File: src/sv/pidp_pkg.sv
// ============================================================================
// pidp_pkg - shared types and constants for the PID position loop step unit
// Holds register indexes, reset values, sequencer states, multiplier phases
// and the status bundle that the shared multiplier returns.
// ============================================================================
`default_nettype none

package pidp_pkg;

    // Width of the multiplier digit consumed per cycle
    localparam int CHUNK_BITS = 16;

    // Configuration register indexes
    localparam int CFG_INDEX_BITS = 3;
    localparam logic [CFG_INDEX_BITS-1:0] CFG_GAIN_P     = 3'd0;
    localparam logic [CFG_INDEX_BITS-1:0] CFG_GAIN_I     = 3'd1;
    localparam logic [CFG_INDEX_BITS-1:0] CFG_GAIN_D     = 3'd2;
    localparam logic [CFG_INDEX_BITS-1:0] CFG_TIME_STEP  = 3'd3;
    localparam logic [CFG_INDEX_BITS-1:0] CFG_INV_STEP   = 3'd4;

    // Register reset values (truncated to the register width at use)
    localparam logic [63:0] GAIN_P_RESET    = 64'd6554;
    localparam logic [63:0] GAIN_I_RESET    = 64'd655;
    localparam logic [63:0] GAIN_D_RESET    = 64'd1311;
    localparam logic [63:0] TIME_STEP_RESET = 64'd655;
    localparam logic [63:0] INV_STEP_RESET  = 64'd6553600;

    // Tick sequencer states
    typedef enum logic [3:0] {
        ST_IDLE,
        ST_ERR,
        ST_DIFF,
        ST_W_ESUM,
        ST_W_DERIV,
        ST_W_PTERM,
        ST_W_ITERM,
        ST_W_DTERM,
        ST_MOVE_GO,
        ST_W_MOVE,
        ST_OUT
    } seq_state_t;

    // Shared multiplier phases
    typedef enum logic [1:0] {
        MUL_IDLE,
        MUL_RUN,
        MUL_FINISH
    } mul_phase_t;

    // Multiplier status toward the sequencer
    typedef struct packed {
        logic done;
        logic sat;
    } mul_status_t;

endpackage

`default_nettype wire

File: src/sv/pidp_satadd.sv
// ============================================================================
// pidp_satadd - saturating add/subtract unit
// Adds or subtracts two signed words and clamps the result to the word range.
// ============================================================================
`default_nettype none

module pidp_satadd #(
    parameter int WORD_BITS = 32
) (
    input  logic [WORD_BITS-1:0] a,
    input  logic [WORD_BITS-1:0] b,
    input  logic                 subtract,
    output logic [WORD_BITS-1:0] sum,
    output logic                 sat
);

    localparam logic [WORD_BITS-1:0] WORD_MAX = {1'b0, {(WORD_BITS-1){1'b1}}};
    localparam logic [WORD_BITS-1:0] WORD_MIN = {1'b1, {(WORD_BITS-1){1'b0}}};

    logic [WORD_BITS:0] ext_a;
    logic [WORD_BITS:0] ext_b;
    logic [WORD_BITS:0] wide;

    assign ext_a = {a[WORD_BITS-1], a};
    assign ext_b = {b[WORD_BITS-1], b};
    assign wide  = subtract ? (ext_a - ext_b) : (ext_a + ext_b);

    // Overflow when the guard bit and the sign bit disagree
    assign sat = wide[WORD_BITS] != wide[WORD_BITS-1];
    assign sum = sat ? (wide[WORD_BITS] ? WORD_MIN : WORD_MAX) : wide[WORD_BITS-1:0];

endmodule

`default_nettype wire

File: src/sv/pidp_fxmul.sv
// ============================================================================
// pidp_fxmul - shared iterative fixed-point multiplier
// Multiplies magnitudes one digit of the second operand per cycle, then
// shifts out the fraction, truncates toward zero and saturates.
// ============================================================================
`default_nettype none

module pidp_fxmul #(
    parameter int WORD_BITS     = 32,
    parameter int FRACTION_BITS = 16
) (
    input  logic                   clk,
    input  logic                   rst_n,
    input  logic                   start,
    input  logic [WORD_BITS-1:0]   op_a,
    input  logic [WORD_BITS-1:0]   op_b,
    output logic [WORD_BITS-1:0]   result,
    output pidp_pkg::mul_status_t  status
);

    localparam int CHUNK = pidp_pkg::CHUNK_BITS;
    localparam int STEPS = (WORD_BITS + CHUNK - 1) / CHUNK;
    localparam int PAD   = STEPS * CHUNK;
    localparam int ACC_W = 2 * WORD_BITS;
    localparam int CNT_W = $clog2(STEPS + 1);

    localparam logic [WORD_BITS-1:0] WORD_MAX = {1'b0, {(WORD_BITS-1){1'b1}}};
    localparam logic [WORD_BITS-1:0] WORD_MIN = {1'b1, {(WORD_BITS-1){1'b0}}};

    pidp_pkg::mul_phase_t phase_reg, phase_next;
    logic [CNT_W-1:0]     cnt_reg, cnt_next;
    logic                 done_reg, done_next;
    logic                 sat_reg, sat_next;

    logic [WORD_BITS-1:0] mag_a_reg, mag_a_next;
    logic [PAD-1:0]       mag_b_reg, mag_b_next;
    logic                 neg_reg, neg_next;
    logic [ACC_W-1:0]     acc_reg, acc_next;
    logic [WORD_BITS-1:0] result_reg, result_next;

    logic [WORD_BITS+CHUNK-1:0] step_prod;
    logic [ACC_W-1:0]           shifted;
    logic [ACC_W-1:0]           limit;
    logic                       over;

    assign step_prod = mag_a_reg * mag_b_reg[PAD-1 -: CHUNK];
    assign shifted   = acc_reg >> FRACTION_BITS;
    assign limit     = ACC_W'(WORD_MAX) + ACC_W'(neg_reg);
    assign over      = shifted > limit;

    always_ff @(posedge clk or negedge rst_n)
    begin
        if (!rst_n)
        begin
            phase_reg <= pidp_pkg::MUL_IDLE;
            cnt_reg   <= '0;
            done_reg  <= 1'b0;
            sat_reg   <= 1'b0;
        end
        else
        begin
            phase_reg <= phase_next;
            cnt_reg   <= cnt_next;
            done_reg  <= done_next;
            sat_reg   <= sat_next;
        end
    end

    always_ff @(posedge clk)
    begin
        mag_a_reg  <= mag_a_next;
        mag_b_reg  <= mag_b_next;
        neg_reg    <= neg_next;
        acc_reg    <= acc_next;
        result_reg <= result_next;
    end

    always_comb
    begin
        phase_next  = phase_reg;
        cnt_next    = cnt_reg;
        done_next   = 1'b0;
        sat_next    = sat_reg;
        mag_a_next  = mag_a_reg;
        mag_b_next  = mag_b_reg;
        neg_next    = neg_reg;
        acc_next    = acc_reg;
        result_next = result_reg;

        unique case (phase_reg)
            pidp_pkg::MUL_IDLE:
            begin
                if (start)
                begin
                    // Load magnitudes and the sign of the product
                    mag_a_next = op_a[WORD_BITS-1] ? (~op_a + 1'b1) : op_a;
                    mag_b_next = PAD'(op_b[WORD_BITS-1] ? (~op_b + 1'b1) : op_b);
                    neg_next   = op_a[WORD_BITS-1] ^ op_b[WORD_BITS-1];
                    acc_next   = '0;
                    cnt_next   = CNT_W'(STEPS);
                    phase_next = pidp_pkg::MUL_RUN;
                end
            end
            pidp_pkg::MUL_RUN:
            begin
                // Top digit first: shift the partial sum up and add
                acc_next   = (acc_reg << CHUNK) + ACC_W'(step_prod);
                mag_b_next = mag_b_reg << CHUNK;
                cnt_next   = cnt_reg - 1'b1;
                if (cnt_reg == CNT_W'(1))
                begin
                    phase_next = pidp_pkg::MUL_FINISH;
                end
            end
            pidp_pkg::MUL_FINISH:
            begin
                if (over)
                begin
                    result_next = neg_reg ? WORD_MIN : WORD_MAX;
                end
                else
                begin
                    result_next = neg_reg ? (~shifted[WORD_BITS-1:0] + 1'b1)
                                          : shifted[WORD_BITS-1:0];
                end
                sat_next   = over;
                done_next  = 1'b1;
                phase_next = pidp_pkg::MUL_IDLE;
            end
            default:
            begin
                phase_next = pidp_pkg::MUL_IDLE;
            end
        endcase
    end

    assign result      = result_reg;
    assign status.done = done_reg;
    assign status.sat  = sat_reg;

endmodule

`default_nettype wire

File: src/sv/pid_position_loop_step_unit.sv
// ============================================================================
// pid_position_loop_step_unit - discrete PID position loop, one tick per item
// Each input item is one control tick carrying a signed fixed-point target.
// The unit forms error = target - position, updates the error sum by
// error*dt, takes the derivative as (error - previous error) times the
// configured reciprocal of dt, forms drive = Kp*e + Ki*sum + Kd*deriv, then
// moves the position by drive*dt and keeps the error. Every product truncates
// toward zero after dropping FRACTION_BITS and every product or sum saturates
// to the word range; any clamp in the tick sets the clipped flag in tuser.
// All six products run through one shared multiplier that consumes a 16-bit
// digit per cycle; the unit takes one item at a time and drops tready while a
// tick is in flight. A finished result sits in an output register, so the
// next item is accepted while the result still waits. Configuration writes
// are always ready and take effect at once; write them only while the unit is idle.
// ============================================================================
`default_nettype none

module pid_position_loop_step_unit #(
    parameter int WORD_BITS     = 32,
    parameter int FRACTION_BITS = 16
) (
    input  logic                                   clk,
    input  logic                                   rst_n,

    // Target stream
    input  logic                                   s_axis_tvalid,
    output logic                                   s_axis_tready,
    input  logic [((WORD_BITS+7)/8)*8-1:0]         s_axis_tdata,  // target

    // Result stream
    output logic                                   m_axis_tvalid,
    input  logic                                   m_axis_tready,
    output logic [((2*WORD_BITS+7)/8)*8-1:0]       m_axis_tdata,  // position, drive
    output logic                                   m_axis_tuser,  // clipped

    // Configuration writes
    input  logic                                   cfg_valid,
    output logic                                   cfg_ready,
    input  logic [pidp_pkg::CFG_INDEX_BITS-1:0]    cfg_index,
    input  logic [WORD_BITS-1:0]                   cfg_data
);

    localparam int OUT_DATA_W = ((2 * WORD_BITS + 7) / 8) * 8;

    // ------------------------------------------------------------------
    // Configuration registers
    // ------------------------------------------------------------------
    logic [WORD_BITS-1:0] gain_p_reg;
    logic [WORD_BITS-1:0] gain_i_reg;
    logic [WORD_BITS-1:0] gain_d_reg;
    logic [WORD_BITS-2:0] time_step_reg;
    logic [WORD_BITS-2:0] inv_step_reg;

    assign cfg_ready = 1'b1;

    always_ff @(posedge clk or negedge rst_n)
    begin
        if (!rst_n)
        begin
            gain_p_reg    <= WORD_BITS'(pidp_pkg::GAIN_P_RESET);
            gain_i_reg    <= WORD_BITS'(pidp_pkg::GAIN_I_RESET);
            gain_d_reg    <= WORD_BITS'(pidp_pkg::GAIN_D_RESET);
            time_step_reg <= (WORD_BITS-1)'(pidp_pkg::TIME_STEP_RESET);
            inv_step_reg  <= (WORD_BITS-1)'(pidp_pkg::INV_STEP_RESET);
        end
        else if (cfg_valid)
        begin
            unique case (cfg_index)
                pidp_pkg::CFG_GAIN_P:    gain_p_reg    <= cfg_data;
                pidp_pkg::CFG_GAIN_I:    gain_i_reg    <= cfg_data;
                pidp_pkg::CFG_GAIN_D:    gain_d_reg    <= cfg_data;
                pidp_pkg::CFG_TIME_STEP: time_step_reg <= cfg_data[WORD_BITS-2:0];
                pidp_pkg::CFG_INV_STEP:  inv_step_reg  <= cfg_data[WORD_BITS-2:0];
                default:
                begin
                    // Drop writes to unknown indexes
                end
            endcase
        end
    end

    // Step and its reciprocal enter the multiplier as positive words
    logic [WORD_BITS-1:0] dt_word;
    logic [WORD_BITS-1:0] inv_word;

    assign dt_word  = {1'b0, time_step_reg};
    assign inv_word = {1'b0, inv_step_reg};

    // ------------------------------------------------------------------
    // Sequencer and datapath registers
    // ------------------------------------------------------------------
    pidp_pkg::seq_state_t state_reg, state_next;
    logic out_valid_reg, out_valid_next;

    // Loop state
    logic [WORD_BITS-1:0] pos_reg, pos_next;
    logic [WORD_BITS-1:0] esum_reg, esum_next;
    logic [WORD_BITS-1:0] prev_reg, prev_next;

    // Per-tick working values
    logic [WORD_BITS-1:0] target_reg, target_next;
    logic [WORD_BITS-1:0] err_reg, err_next;
    logic [WORD_BITS-1:0] diff_reg, diff_next;
    logic [WORD_BITS-1:0] deriv_reg, deriv_next;
    logic [WORD_BITS-1:0] acc_reg, acc_next;
    logic [WORD_BITS-1:0] drive_reg, drive_next;
    logic                 clip_reg, clip_next;

    // Output register
    logic [WORD_BITS-1:0] out_pos_reg, out_pos_next;
    logic [WORD_BITS-1:0] out_drive_reg, out_drive_next;
    logic                 out_clip_reg, out_clip_next;

    // Shared units
    logic [WORD_BITS-1:0]  alu_a;
    logic [WORD_BITS-1:0]  alu_b;
    logic                  alu_sub;
    logic [WORD_BITS-1:0]  alu_sum;
    logic                  alu_sat;

    logic                  mul_start;
    logic [WORD_BITS-1:0]  mul_a;
    logic [WORD_BITS-1:0]  mul_b;
    logic [WORD_BITS-1:0]  mul_result;
    pidp_pkg::mul_status_t mul_status;

    pidp_satadd #(
        .WORD_BITS (WORD_BITS)
    ) u_satadd (
        .a        (alu_a),
        .b        (alu_b),
        .subtract (alu_sub),
        .sum      (alu_sum),
        .sat      (alu_sat)
    );

    pidp_fxmul #(
        .WORD_BITS     (WORD_BITS),
        .FRACTION_BITS (FRACTION_BITS)
    ) u_fxmul (
        .clk    (clk),
        .rst_n  (rst_n),
        .start  (mul_start),
        .op_a   (mul_a),
        .op_b   (mul_b),
        .result (mul_result),
        .status (mul_status)
    );

    // Control and loop state
    always_ff @(posedge clk or negedge rst_n)
    begin
        if (!rst_n)
        begin
            state_reg     <= pidp_pkg::ST_IDLE;
            out_valid_reg <= 1'b0;
            pos_reg       <= '0;
            esum_reg      <= '0;
            prev_reg      <= '0;
        end
        else
        begin
            state_reg     <= state_next;
            out_valid_reg <= out_valid_next;
            pos_reg       <= pos_next;
            esum_reg      <= esum_next;
            prev_reg      <= prev_next;
        end
    end

    // Payload
    always_ff @(posedge clk)
    begin
        target_reg    <= target_next;
        err_reg       <= err_next;
        diff_reg      <= diff_next;
        deriv_reg     <= deriv_next;
        acc_reg       <= acc_next;
        drive_reg     <= drive_next;
        clip_reg      <= clip_next;
        out_pos_reg   <= out_pos_next;
        out_drive_reg <= out_drive_next;
        out_clip_reg  <= out_clip_next;
    end

    always_comb
    begin
        state_next     = state_reg;
        out_valid_next = out_valid_reg;
        pos_next       = pos_reg;
        esum_next      = esum_reg;
        prev_next      = prev_reg;
        target_next    = target_reg;
        err_next       = err_reg;
        diff_next      = diff_reg;
        deriv_next     = deriv_reg;
        acc_next       = acc_reg;
        drive_next     = drive_reg;
        clip_next      = clip_reg;
        out_pos_next   = out_pos_reg;
        out_drive_next = out_drive_reg;
        out_clip_next  = out_clip_reg;

        alu_a     = acc_reg;
        alu_b     = mul_result;
        alu_sub   = 1'b0;
        mul_start = 1'b0;
        mul_a     = err_reg;
        mul_b     = dt_word;

        s_axis_tready = 1'b0;

        // Retire the waiting result
        if (out_valid_reg && m_axis_tready)
        begin
            out_valid_next = 1'b0;
        end

        unique case (state_reg)
            pidp_pkg::ST_IDLE:
            begin
                s_axis_tready = 1'b1;
                if (s_axis_tvalid)
                begin
                    target_next = s_axis_tdata[WORD_BITS-1:0];
                    clip_next   = 1'b0;
                    state_next  = pidp_pkg::ST_ERR;
                end
            end
            pidp_pkg::ST_ERR:
            begin
                // error = target - position
                alu_a      = target_reg;
                alu_b      = pos_reg;
                alu_sub    = 1'b1;
                err_next   = alu_sum;
                clip_next  = clip_reg | alu_sat;
                state_next = pidp_pkg::ST_DIFF;
            end
            pidp_pkg::ST_DIFF:
            begin
                // error change, and launch error*dt
                alu_a      = err_reg;
                alu_b      = prev_reg;
                alu_sub    = 1'b1;
                diff_next  = alu_sum;
                clip_next  = clip_reg | alu_sat;
                mul_start  = 1'b1;
                mul_a      = err_reg;
                mul_b      = dt_word;
                state_next = pidp_pkg::ST_W_ESUM;
            end
            pidp_pkg::ST_W_ESUM:
            begin
                if (mul_status.done)
                begin
                    alu_a      = esum_reg;
                    alu_b      = mul_result;
                    esum_next  = alu_sum;
                    clip_next  = clip_reg | alu_sat | mul_status.sat;
                    mul_start  = 1'b1;
                    mul_a      = diff_reg;
                    mul_b      = inv_word;
                    state_next = pidp_pkg::ST_W_DERIV;
                end
            end
            pidp_pkg::ST_W_DERIV:
            begin
                if (mul_status.done)
                begin
                    deriv_next = mul_result;
                    clip_next  = clip_reg | mul_status.sat;
                    mul_start  = 1'b1;
                    mul_a      = gain_p_reg;
                    mul_b      = err_reg;
                    state_next = pidp_pkg::ST_W_PTERM;
                end
            end
            pidp_pkg::ST_W_PTERM:
            begin
                if (mul_status.done)
                begin
                    acc_next   = mul_result;
                    clip_next  = clip_reg | mul_status.sat;
                    mul_start  = 1'b1;
                    mul_a      = gain_i_reg;
                    mul_b      = esum_reg;
                    state_next = pidp_pkg::ST_W_ITERM;
                end
            end
            pidp_pkg::ST_W_ITERM:
            begin
                if (mul_status.done)
                begin
                    alu_a      = acc_reg;
                    alu_b      = mul_result;
                    acc_next   = alu_sum;
                    clip_next  = clip_reg | alu_sat | mul_status.sat;
                    mul_start  = 1'b1;
                    mul_a      = gain_d_reg;
                    mul_b      = deriv_reg;
                    state_next = pidp_pkg::ST_W_DTERM;
                end
            end
            pidp_pkg::ST_W_DTERM:
            begin
                if (mul_status.done)
                begin
                    alu_a      = acc_reg;
                    alu_b      = mul_result;
                    drive_next = alu_sum;
                    clip_next  = clip_reg | alu_sat | mul_status.sat;
                    state_next = pidp_pkg::ST_MOVE_GO;
                end
            end
            pidp_pkg::ST_MOVE_GO:
            begin
                // Launch drive*dt
                mul_start  = 1'b1;
                mul_a      = drive_reg;
                mul_b      = dt_word;
                state_next = pidp_pkg::ST_W_MOVE;
            end
            pidp_pkg::ST_W_MOVE:
            begin
                if (mul_status.done)
                begin
                    alu_a      = pos_reg;
                    alu_b      = mul_result;
                    pos_next   = alu_sum;
                    prev_next  = err_reg;
                    clip_next  = clip_reg | alu_sat | mul_status.sat;
                    state_next = pidp_pkg::ST_OUT;
                end
            end
            pidp_pkg::ST_OUT:
            begin
                // Hold until the output register is free
                if (!out_valid_reg || m_axis_tready)
                begin
                    out_pos_next   = pos_reg;
                    out_drive_next = drive_reg;
                    out_clip_next  = clip_reg;
                    out_valid_next = 1'b1;
                    state_next     = pidp_pkg::ST_IDLE;
                end
            end
            default:
            begin
                state_next = pidp_pkg::ST_IDLE;
            end
        endcase
    end

    assign m_axis_tvalid = out_valid_reg;
    assign m_axis_tdata  = OUT_DATA_W'({out_drive_reg, out_pos_reg});
    assign m_axis_tuser  = out_clip_reg;

endmodule

`default_nettype wire
File: config.mk
export PLATFORM = sky130hd
export DESIGN_NAME = pid_position_loop_step_unit
export DESIGN_NICKNAME = d
export VERILOG_FILES = /design/src/sv/pidp_pkg.sv /design/src/sv/pidp_satadd.sv /design/src/sv/pidp_fxmul.sv /design/src/sv/pid_position_loop_step_unit.sv
export SDC_FILE = /design/constraint.sdc
export NUM_CORES = 2
export LEC_CHECK = 0
export BUFFER_PORTS_ARGS = -buffer_cell sky130_fd_sc_hd__buf_2
export CORE_ASPECT_RATIO = 0.8
export CORE_UTILIZATION = 55
export DETAILED_ROUTE_END_ITERATION = 8
export HOLD_SLACK_MARGIN = 0.06
export PLACE_DENSITY = 0.79
export SYNTH_ARGS = -nofsm -noshare
export SYNTH_HDL_FRONTEND = slang
export SYNTH_SLANG_ARGS = --single-unit
File: constraint.sdc
create_clock -name clk -period 7.8 [get_ports clk]
set_clock_uncertainty 0.05 [all_clocks]
set_input_delay 1.56 -clock clk [delete_from_list [all_inputs] [get_ports clk]]
set_output_delay 1.56 -clock clk [all_outputs]
set_load 0.02 [all_outputs]
==> impl_results.md <==
* Synthesis-stage register bit count at 684
* First drt pass iteration count at 9
* Area contributors post-synth: edfxtp_1, fa_1, dfrtp_1
* Largest net degree at the start of global routing at 150
* Top cell by count, worst path: fa_1
* Via count at 43000
* Worst EP required at 8.11 ns
* Slowest stage delay, CP at 0.64 ns
* FFs w/ async S/R, synth at 38.7%
* IO Port Bufs at 138
* CTS tree: yes
* Critical path's slowest cell: edfxtp_1
* Worst-Skew Late Latency at 0.65 ns
* RSZ-0062 raised after global routing: false
* # placed instances at 6582
* Width of the die at 348 um
* I/O pins at 140
* Max Freq at 132 MHz
* Simple-Gate Fraction of Synth Area at 14.4%
* Count leader, synth: nand2_1
* Fin crit share at 97.1%
* DP Wirelength at 135000 um
* Max reg flops at 64
* Initial antenna violation count at 9
* Starting Density at 55.5%
* Mapped Nets at 5996
* Synth Area in Compound Gates at 13.1%
* CTS sink count at 684
* GR Util All Layers at 37.1%
* GPL Wtd Cong at 1.04
* DIE HEIGHT at 279 um
* Endpoints failing hold at 0
* Post-DP Area at 0.0554 mm2
* Fin. max-slew vios at 0
* Site row count at 101
* Yosys top cell area share at 23.9%
* Mapped Cells at 5268
* TritonCTS buffer count at 67
* Synth Warn # at 0
* Setup crit start kind: register
* Hold_buf cts at 0
* CTS Root Cell: clkbuf_16
* Setup violators final at 0
* # nets final at 6099
* Minimum clock period at 7.57 ns
* Final WL at 180000 um
* Slew @ Worst Pin at 1.36 ns
* Number of flops mapped to enable cells by yosys at 419
* Finished Layout Cells at 6719
* Xor/xnor cell area share of the yosys netlist at 2.59%
* Clock Path Buffers at 3
* Post-route DRC at 0
* Share of post-route cells with drive strength above 1 at 13.2%
* Post-Syn Area at 0.0527 mm2
* Area of the core at 0.0949 mm2
* Worst path top cell family by delay: adder cells
* Final Cell Area at 0.0578 mm2
* DR iter-0 viols at 6152
* Routed Antenna Nets at 0
* Worst path bufs/invs at 7
* Setup TNS at 0 ns
* Max-Cap Viols at 0
* Vias in the first global route at 40900
* Area Overhead vs Synth at 9.59%
* Clock Pin Slew Worst Setup and Hold Paths at 0.07 ns
* First-pass GRT wire length at 267000 um
* GRT overflow at 0
* Netlist cell types at 104
* Syn_area_per_cell at 10.0 um2
* CP endpoint kind: register
* Largest family of logic cells by synthesized area: adder cells
* Register area share after synthesis at 36.5%
* Crit path DAT at 7.88 ns
* Via/cell ratio at 6.40
* Critical path class: register to register
* Mux cell area share after synthesis at 4.35%
* Class of the worst hold path: register to register
* Largest area contributor in the netlist: edfxtp_1
* Synth top cells by count: nand2_1, inv_1, fa_1
* Critical path fanouts, max at 12
* Rel. slew slack at 9.10%
* Prevailing post-synth register cell: edfxtp_1
* Die ar. at 0.0971 mm2
* Outcome: completed
* Final Core Density at 60.9%
* Routed length per instance at 26.8 um
* Post-Synth Adder-Cell Area at 22.0%
* H-Tree Depth at 3
-- per-layer routing --
layer	GRT usage [%]	up-vias	wire length [um]
met3	17.1	392	30100
met4	11.6	6	6730
met2	49.0	3182	70800
met1	53.4	21300	72200
li1	-	18100	-
met5	0	-	58
-- worst paths after layout --
path / slack, ns / endpoint / depth (start not counted) / start
hold / removal: 0.41 / out_drive_reg[11] / 0 / drive_reg[11]
max in group asynchronous: 5.49 / u_fxmul.done_reg / 2 / rst_n
setup / recovery: 0.23 / u_fxmul.acc_reg[60] / 25 / u_fxmul.mag_a_reg[10]
setup reg to reg: 0.23 / u_fxmul.acc_reg[60] / 25 / u_fxmul.mag_a_reg[10]
min in group asynchronous: 0.84 / pos_reg[13] / 1 / rst_n
hold reg to reg: 0.41 / out_drive_reg[11] / 0 / drive_reg[11]
-- cells by family after synthesis --
group	Yosys count
buffers and inverters	949
AND/OR/NAND/NOR	1565
XOR/XNOR	155
AO/OA/AOI/OAI	1050
multiplexers	208
flip-flops	684
other	1
adder cells (fa/ha/maj)	656
-- what timing repair did --
action | in CTS | in global routing
hold endpoints to repair | 0 | 0
endpoints found under the setup margin | 0 | 110
setup buffers | 0 | 7
gates resized for setup | 0 | 5
-- through the flow --
stage | worst slack (ns) | hold slack (ns)
6_report | 0.228 | 0.410
5_1_grt | 0.0324 | 0.418
4_1_cts | 0.0713 | 0.408
3_5_place_dp | 0.132 | 0.393
3_3_place_gp | 0.258 | 0.405
2_1_floorplan | 0.523 | 0.368
-- cell type report --
class                           count  area (um2)
Timing Repair Buffer              334        2260
Fill cell                        7768       37100
Sequential cell                   684       19300
Inverter                          649        2440
Multi-Input combinational cell   3635       30000
Clock inverter                     38         362
Clock buffer                       84        1860
Tap cell                         1287        1610
Antenna cell                        8        20.0
-- placed cells by master (no fill, tap or decap), types with 33 or more instances in the layout --
| cell type | synthesis | routed |
|---|---|---|
| dfrtp_1 | 236 | 231 |
| a31oi_1 | 46 | 46 |
| buf_2 | 27 | 137 |
| mux2_2 | 168 | 168 |
| a21o_1 | 77 | 77 |
| and3_1 | 41 | 41 |
| fa_1 | 451 | 451 |
| o22ai_1 | 37 | 37 |
| a22oi_1 | 63 | 63 |
| ha_1 | 205 | 205 |
| mux2i_1 | 40 | 40 |
| xnor2_1 | 76 | 76 |
| nor2b_1 | 37 | 33 |
| a21oi_1 | 210 | 209 |
| xor2_1 | 78 | 78 |
| edfxtp_1 | 419 | 419 |
| nand2_1 | 690 | 687 |
| o21ai_0 | 280 | 278 |
| a221o_1 | 35 | 35 |
| nor3_1 | 48 | 43 |
| buf_4 | 7 | 189 |
| nor2_1 | 249 | 245 |
| nand2b_1 | 37 | 36 |
| inv_1 | 646 | 646 |
| clkbuf_16 | 0 | 71 |
| and2_1 | 244 | 244 |
| nand3_1 | 52 | 52 |
Power is not shown: default switching activity piles up to over one toggle a cycle in this logic, so the estimate is an artifact.
